--- src/rtl/core/fvts_pkg.sv ---
// Package for the four-voice tone sequencer: field types, command and register
// codes, mixer constants and the shared arithmetic unit's request/response types.
// No dependencies.
package fvts_pkg;

  // Payload field types
  typedef logic [2:0]  command_t;
  typedef logic [9:0]  addr_t;
  typedef logic [15:0] word_t;
  typedef logic [1:0]  track_t;
  typedef logic [7:0]  level_t;
  typedef logic [0:0]  cfg_idx_t;

  // Commands
  localparam command_t CMD_TICK     = 3'd0;
  localparam command_t CMD_SONG_WR  = 3'd1;
  localparam command_t CMD_FX_WR    = 3'd2;
  localparam command_t CMD_SONG_GO  = 3'd3;
  localparam command_t CMD_FX_GO    = 3'd4;
  localparam command_t CMD_SONG_END = 3'd5;

  // Configuration register indexes
  localparam cfg_idx_t CFG_SINGLE_CHANNEL = 1'd0;
  localparam cfg_idx_t CFG_REPEAT_SONG    = 1'd1;

  // Table words: song {delay, track, step}, effect {delay, step}
  localparam int SONG_WORD_W = 34;
  localparam int FX_WORD_W   = 32;

  localparam word_t END_MARK  = 16'hFFFF;
  localparam word_t TIMER_MAX = 16'hFFFF;

  localparam int     MUSIC_VOICES = 3;
  localparam track_t FX_VOICE     = 2'd3;

  // Mixer weights: 0x80 per half level, doubled normally, tripled in single mode
  localparam int         MIX_W      = 11;
  localparam logic [10:0] MIX_HALF   = 11'h080;
  localparam logic [10:0] MIX_NORMAL = MIX_HALF << 1;
  localparam logic [10:0] MIX_SINGLE = MIX_HALF * 11'd3;

  // Shared add/subtract unit
  localparam int ALU_W = 17;

  typedef struct packed {
    logic [ALU_W-1:0] a;
    logic [ALU_W-1:0] b;
    logic             sub;
  } alu_req_t;

  typedef struct packed {
    logic [ALU_W-1:0] res;
    logic             neg;
  } alu_rsp_t;

endpackage

--- src/rtl/core/fvts_alu.sv ---
// Shared add/subtract unit: phase advance, timer compare, start address reduction.
// Depends on fvts_pkg for the request and response structs.
module fvts_alu import fvts_pkg::*; (
  input  alu_req_t req,
  output alu_rsp_t rsp
);

  logic [ALU_W:0] opb;
  logic [ALU_W:0] sum;

  // a + b, or a - b with the sign in the top bit
  always_comb begin
    opb = req.sub ? ~{1'b0, req.b} : {1'b0, req.b};
    sum = {1'b0, req.a} + opb + (ALU_W+1)'(req.sub);
    rsp.res = sum[ALU_W-1:0];
    rsp.neg = sum[ALU_W];
  end

endmodule

--- config.mk ---
export PLATFORM = sky130hd
export DESIGN_NAME = fvts_alu
export DESIGN_NICKNAME = d
export VERILOG_FILES = /design/src/rtl/core/fvts_pkg.sv /design/src/rtl/core/fvts_alu.sv
export SDC_FILE = /design/constraint.sdc
export NUM_CORES = 1
export LEC_CHECK = 0
export BUFFER_PORTS_ARGS = -buffer_cell sky130_fd_sc_hd__buf_4
export CELL_PAD_IN_SITES_DETAIL_PLACEMENT = 0
export CELL_PAD_IN_SITES_GLOBAL_PLACEMENT = 2
export CORE_UTILIZATION = 28
export DETAILED_ROUTE_END_ITERATION = 12
export PLACE_DENSITY_LB_ADDON = 0.1
export SYNTH_ARGS = -nofsm -noshare
export SYNTH_HDL_FRONTEND = slang
export SYNTH_SLANG_ARGS = --single-unit
--- constraint.sdc ---
create_clock -name vclk -period 4.8
set_input_delay 0 -clock vclk [all_inputs]
set_output_delay 0 -clock vclk [all_outputs]
set_load 0.05 [all_outputs]
==> parameters.txt, run 1 <==
Parameter                              Value

Cells and area
  Number of clock-tree buffers in the layout    0
  Commonest cells after routing, fill and taps aside    sky130_fd_sc_hd__buf_4, sky130_fd_sc_hd__xor2_1, sky130_fd_sc_hd__ha_1
  Number of diodes added for antenna fixing    0
  Final Core Density    41.21%
  Final #Nets    roughly 250
  Layout cell share with drive strength beyond 1    28.50%
  Area growth from synthesis to layout    37.85%
  Register area    0 sq um
  Fill cell total of the finished layout    407
  Most common cell after layout, fill and taps aside    sky130_fd_sc_hd__buf_4
  Seq cells    0

Floorplan
  Number of rows in the core area    22
  Horizontal die dimension    65.45 um
  Area of the placeable core    about 3800 sq um
  Num ports    53
  Overall die area    4284 sq um
  Die boundary height    65.45 um
  Initial Util    29.89%

STA
  Highest Clock Rate    0.4322 GHz
  Number of failing hold endpoints at the final stage    0
  Tightest slew margin relative to the limit    70.28%
  Portion of the clock cycle consumed by the worst path in the final layout    48.20%
  # setup viols final    0
  Accumulated negative setup slack    0 ps
  Tmin final    between 2000 and 2500 ps
  RSZ-0062 raised after global routing    no
  Slew Viols, Final    0
  Actual slew at the worst max-slew pin    441.2 ps
  Post-route worst setup slack    2486 ps

Detailed routing
  Total via count in the routed design    1305
  TritonRoute pass-1 iters    4
  DRC marker count from the first detailed-route iteration    61
  Routed vias/inst    5.262
  Drt total wl    a little over 3 mm
  Post-route DRC violation count    0
  Antenna Nets Post-Route    0
  Routed wirelength normalized by instance count    12.57 um

Global route
  Wire length of the first global-routing pass    4.961 mm
  Sum of overflow across all layers after global routing    0
  Number of global-route vias before repair    ~1200
  GRT Total Usage    13.92%
  Antenna violations before repair    0
  Largest net degree at the start of global routing    22

Synth
  Net count after synthesis    206
  Synth warn    0
  Syn Std Cell Area    approximately 1100 sq um
  Count of different cell masters after synthesis    41
  Post-synthesis sequential area ratio    0%
  Mapped Avg Cell Area    7.320 sq um
  Cell count after synthesis    154

Critical path
  Crit path capture type    output port
  Startpoint types    primary input
  Cell Chain, Critical Path    buf_4 > mux2_4 > fa_1 > a211oi_1 > o21ai_0 > a21oi_1 > o21ai_0 > xnor2_1 > buf_4
  Maximum cell stage delay along the critical path    ~420 ps
  Setup Crit Path Kind    in -> out
  Slowest cell on the critical path    sky130_fd_sc_hd__fa_1
  Worst path arrival time    2310 ps
  CP max FO    21
  Required time at the worst-slack endpoint    around 4800 ps

Power
  Pwr dens    308.4 nW/um^2
  Part of the power in the clock network    0%
  Worst supply voltage drop on vdd    approximately 100 uV
  Share of total power in combinational logic    100.0%
  Share of power burned in registers    0%
  Switching pwr    0.0003121 W
  Lkg Pwr    0.7509 nW
  Fraction of power spent switching nets    65.13%
  Internal cell power    0.0001671 W
  Total power consumption of the routed design    0.0004792 W

Run
  Max cap viols    0

Run status
  Outcome    finished, final reports clean

CTS
  Post-cts hold buffer count    0
  Setup fix buffers added after clock tree synthesis    0
  Post-cts gate resize count    0

Min path
  Source of the worst hold timing path    req[18]
  Number of cells on the worst hold path    3
  Hold EP    rsp[1]
  Worst hold path class    in -> out

Placed design
  Count of port buffers added during placement    53
  Placer Congestion    0.8538
  Placed wire-length estimate    ~2.6 mm
  Pre-CTS setup slack    2487 ps
==> kinds of logic after synthesis <==
logic type	count (synthesis)	synth area share, %
AO/OA/AOI/OAI	66	40.07
XOR/XNOR	29	22.53
adder cells (fa/ha/maj)	17	19.53
buffers and inverters	13	4.772
multiplexers	1	1.331
AND/OR/NAND/NOR	28	11.76
==> synthesized netlist by cell type, types with 2 or more instances <==
cell type	count	area [sq um]
sky130_fd_sc_hd__o21bai_1	3	22.52
sky130_fd_sc_hd__a2111oi_0	2	17.52
sky130_fd_sc_hd__nand3_1	4	20.02
sky130_fd_sc_hd__o21a_1	3	22.52
sky130_fd_sc_hd__a31oi_1	2	12.51
sky130_fd_sc_hd__inv_1	6	22.52
sky130_fd_sc_hd__nor3_1	3	15.01
sky130_fd_sc_hd__o41ai_1	2	17.52
sky130_fd_sc_hd__o22ai_1	2	12.51
sky130_fd_sc_hd__a211oi_1	3	22.52
sky130_fd_sc_hd__buf_2	2	10.01
sky130_fd_sc_hd__a21oi_1	13	65.06
sky130_fd_sc_hd__xnor2_1	8	70.07
sky130_fd_sc_hd__nand4_1	2	12.51
sky130_fd_sc_hd__nand2_1	8	30.03
sky130_fd_sc_hd__xor2_1	21	183.9
sky130_fd_sc_hd__clkbuf_2	2	10.01
sky130_fd_sc_hd__o21ai_0	13	65.06
sky130_fd_sc_hd__and3_1	2	12.51
sky130_fd_sc_hd__ha_1	16	200.2
sky130_fd_sc_hd__a211o_1	2	17.52
sky130_fd_sc_hd__clkbuf_1	2	7.510
sky130_fd_sc_hd__o31ai_1	2	15.01
sky130_fd_sc_hd__nor2_1	7	26.28
sky130_fd_sc_hd__a21o_1	8	60.06
==> critical path, delay by kind of cell <==
kind                     cells  cell delay, ps
adder cells (fa/ha/maj)      1             420
XOR/XNOR                     1             180
multiplexers                 1             330
AO/OA/AOI/OAI                4             940
buffers and inverters        2             430
==> cell type report <==
cell class	count	area (sq um)	area share (%)
Inverter	6	22.52	1.449
Timing Repair Buffer	53	397.9	25.60
Tap cell	48	60.06	3.865
Multi-Input combinational cell	141	1074	69.08
==> stage by stage <==
stage	hold WS (ps)	std cells	area (sq um)
floorplan	267.7	154	1127
global placement	326.7	248	1554
detailed placement	331.6	248	1554
CTS	331.6	248	1554
global route	343.9	248	1554
finish	332.5	248	1554
==> per-layer routing <==
metal	GRT usage (%)	share of wire [%]	vias up
met5	0	0	-
met4	0.8152	0.55	0
met3	0.6944	4.4	2
met1	18.82	46	597
met2	25.13	49	28
li1	-	-	678
==> power groups by stage <==
stage / clock, W / sequential, W / combinational [W]
final: 0 / 0 / 0.000479
after global routing: 0 / 0 / 0.000512
after CTS: 0 / 0 / 0.000482
after detailed placement: 0 / 0 / 0.000480
after global placement: 0 / 0 / 0.000481
after floorplan: 0 / 0 / 0.000351
==> how the worst max path moves through the flow <==
stage / start / end / slack [ps] / cells after the start
2_1_floorplan: req[0] / rsp[11] / 1960 / 9
3_3_place_gp: req[0] / rsp[11] / 2510 / 9
3_5_place_dp: req[0] / rsp[11] / 2490 / 9
4_1_cts: req[0] / rsp[11] / 2470 / 9
5_1_grt: req[0] / rsp[11] / 2340 / 9
6_report: req[0] / rsp[11] / 2490 / 9
Power figures use the tool's default switching activity.
==> inputs of run 2 (changes only) <==
--- a/config.mk
+++ b/config.mk
@@ -8,7 +8,7 @@
 export BUFFER_PORTS_ARGS = -buffer_cell sky130_fd_sc_hd__buf_4
 export CELL_PAD_IN_SITES_DETAIL_PLACEMENT = 0
 export CELL_PAD_IN_SITES_GLOBAL_PLACEMENT = 2
-export CORE_UTILIZATION = 28
+export CORE_UTILIZATION = 23
 export DETAILED_ROUTE_END_ITERATION = 12
 export PLACE_DENSITY_LB_ADDON = 0.1
 export SYNTH_ARGS = -nofsm -noshare
==> constraint.sdc (replaced) <==
create_clock -name vclk -period 2.1
set_input_delay 0 -clock vclk [all_inputs]
set_output_delay 0 -clock vclk [all_outputs]
set_load 0.05 [all_outputs]
==> run 2 against run 1 <==
Net effect: combinational power increased to 3.1 times the previous value; power increased to 3.1 times the previous value; global-route usage increased by 1.4 points; count of clock-buffer cells in the layout unchanged; first-iteration DRC count decreased by 33%; routed wire length increased by 35%; hold slack got worse by 6.6 ps; sequential cell count unchanged.
==> parameters.txt, run 2 (synthesis results as in run 1) <==
Parameter                              Value

Power
  Pwr dens    approximately 660 nW/um^2
  Internal cell power    0.0006489 W
  Share of total power in combinational logic    100.0%
  Fraction of power spent switching nets    56.67%
  Worst supply voltage drop on vdd    375.0 uV
  Lkg Pwr    ~1.1 nW
  Part of the power in the clock network    0%
  Share of power burned in registers    0%
  Switching pwr    0.0008487 W

Critical path
  Setup Crit Path Kind    in -> out
  Most repeated library cell on the critical path    sky130_fd_sc_hd__buf_4
  Worst path arrival time    2030 ps
  Cell Chain, Critical Path    clkbuf_16 > xor2_1 > ha_1 > and4_2 > a21o_1 > or2_1 > a2111oi_4 > buf_4 > nor2_2 > buf_4
  CP max FO    5
  Startpoint types    primary input
  Maximum cell stage delay along the critical path    about 360 ps
  Required time at the worst-slack endpoint    ~2100 ps
  Crit path capture type    output port
  Slowest cell on the critical path    sky130_fd_sc_hd__a2111oi_4

Detailed routing
  Antenna Nets Post-Route    0
  Post-route DRC violation count    0
  Routed vias/inst    around 4.7
  Drt total wl    4.222 mm
  DRC marker count from the first detailed-route iteration    41
  Routed wirelength normalized by instance count    13.03 um
  TritonRoute pass-1 iters    4
  Total via count in the routed design    1519

Placed design
  Pre-CTS setup slack    -159.4 ps
  Count of port buffers added during placement    53
  Post-place instance area    between 2000 and 2500 sq um
  Placed wire-length estimate    approximately 3.4 mm
  Placer Congestion    0.8411

STA
  Slew Viols, Final    0
  Accumulated negative setup slack    0 ps
  Tightest slew margin relative to the limit    69.08%
  Number of failing hold endpoints at the final stage    0
  Post-route worst setup slack    71.45 ps
  Actual slew at the worst max-slew pin    452.1 ps
  Tmin final    2029 ps
  # setup viols final    0
  Portion of the clock cycle consumed by the worst path in the final layout    a little over nine tenths
  Fin Hold WS    325.9 ps
  Highest Clock Rate    between 0.4 and 0.5 GHz

Floorplan
  Horizontal die dimension    72.01 um
  Num ports    53
  Initial Util    23.87%
  Number of rows in the core area    25
  Die boundary height    72.01 um
  Overall die area    5185 sq um
  Area of the placeable core    ~4700 sq um

Global route
  Antenna violations before repair    0
  Wire length of the first global-routing pass    6.548 mm
  Sum of overflow across all layers after global routing    0
  GRT Total Usage    between 15 and 20%
  Largest net degree at the start of global routing    12
  Number of global-route vias before repair    1481

Cells and area
  Seq cells    0
  Area growth from synthesis to layout    102.0%
  Register area    0 sq um
  Number of clock-tree buffers in the layout    0
  Final cell area excluding filler cells    ~2300 sq um
  Footprint of the multi-input gates    1292 sq um
  Number of diodes added for antenna fixing    0
  Final #Nets    between 300 and 400
  Most common cell after layout, fill and taps aside    sky130_fd_sc_hd__buf_4
  Commonest cells after routing, fill and taps aside    sky130_fd_sc_hd__buf_4, sky130_fd_sc_hd__xor2_1, sky130_fd_sc_hd__ha_1
  Fill cell total of the finished layout    approximately 480
  Layout cell share with drive strength beyond 1    a little over half

Run
  Max cap viols    0

Min path
  Worst hold path class    in -> out
  Number of cells on the worst hold path    3

CTS
  Post-cts hold buffer count    0

Run status
  Outcome    finished, final reports clean
==> run 2: final cells by class <==
type	instances	area share [%]
inverters	6	0.9890
multi-input cells	141	56.76
repair buffers	110	38.57
well taps	67	3.681
==> run 2: path summary, 6_finish.rpt <==
kind | startpoint | to | slack, ps
setup / recovery | req[0] | rsp[14] | 70
hold / removal | req[18] | rsp[1] | 330
==> run 2: critical path: cells and delay by family <==
kind | cells | cell delay [ps]
compound gates | 2 | 540
fa+ha+maj | 1 | 310
simple gates | 3 | 540
xor+xnor | 1 | 160
buf+inv | 3 | 490
==> run 2: layer usage <==
layer  wire, um  global-route usage (%)
met2       2166                   29.77
met3        106                  0.4167
met1       1920                   19.58
met5          0                       0
met4         28                  0.8715
==> run 2: timing repair <==
item / 4_1_cts / 5_1_grt
gates cloned: 0 / 1
pin swaps: 5 / 14
setup buffers: 4 / 4
resized for setup: 12 / 21
endpoints found under the setup margin: 7 / 9
==> run 2: power by group through the flow <==
| stage | Combinational [W] | Sequential [W] | Clock [W] |
|---|---|---|---|
| 6_report | 0.00150 | 0 | 0 |
| 5_1_grt | 0.00159 | 0 | 0 |
| 4_1_cts | 0.00143 | 0 | 0 |
| 3_5_place_dp | 0.00138 | 0 | 0 |
| 3_3_place_gp | 0.00137 | 0 | 0 |
| 2_1_floorplan | 0.000904 | 0 | 0 |
==> run 2: metrics by stage <==
stage               instances  total power (W)  util [%]
finish                    324         0.001498     48.21
global route              324         0.001589     48.21
CTS                       320         0.001425     45.32
detailed placement        316         0.001379     43.89
global placement          316         0.001371     43.89
floorplan                 154        0.0009041         -
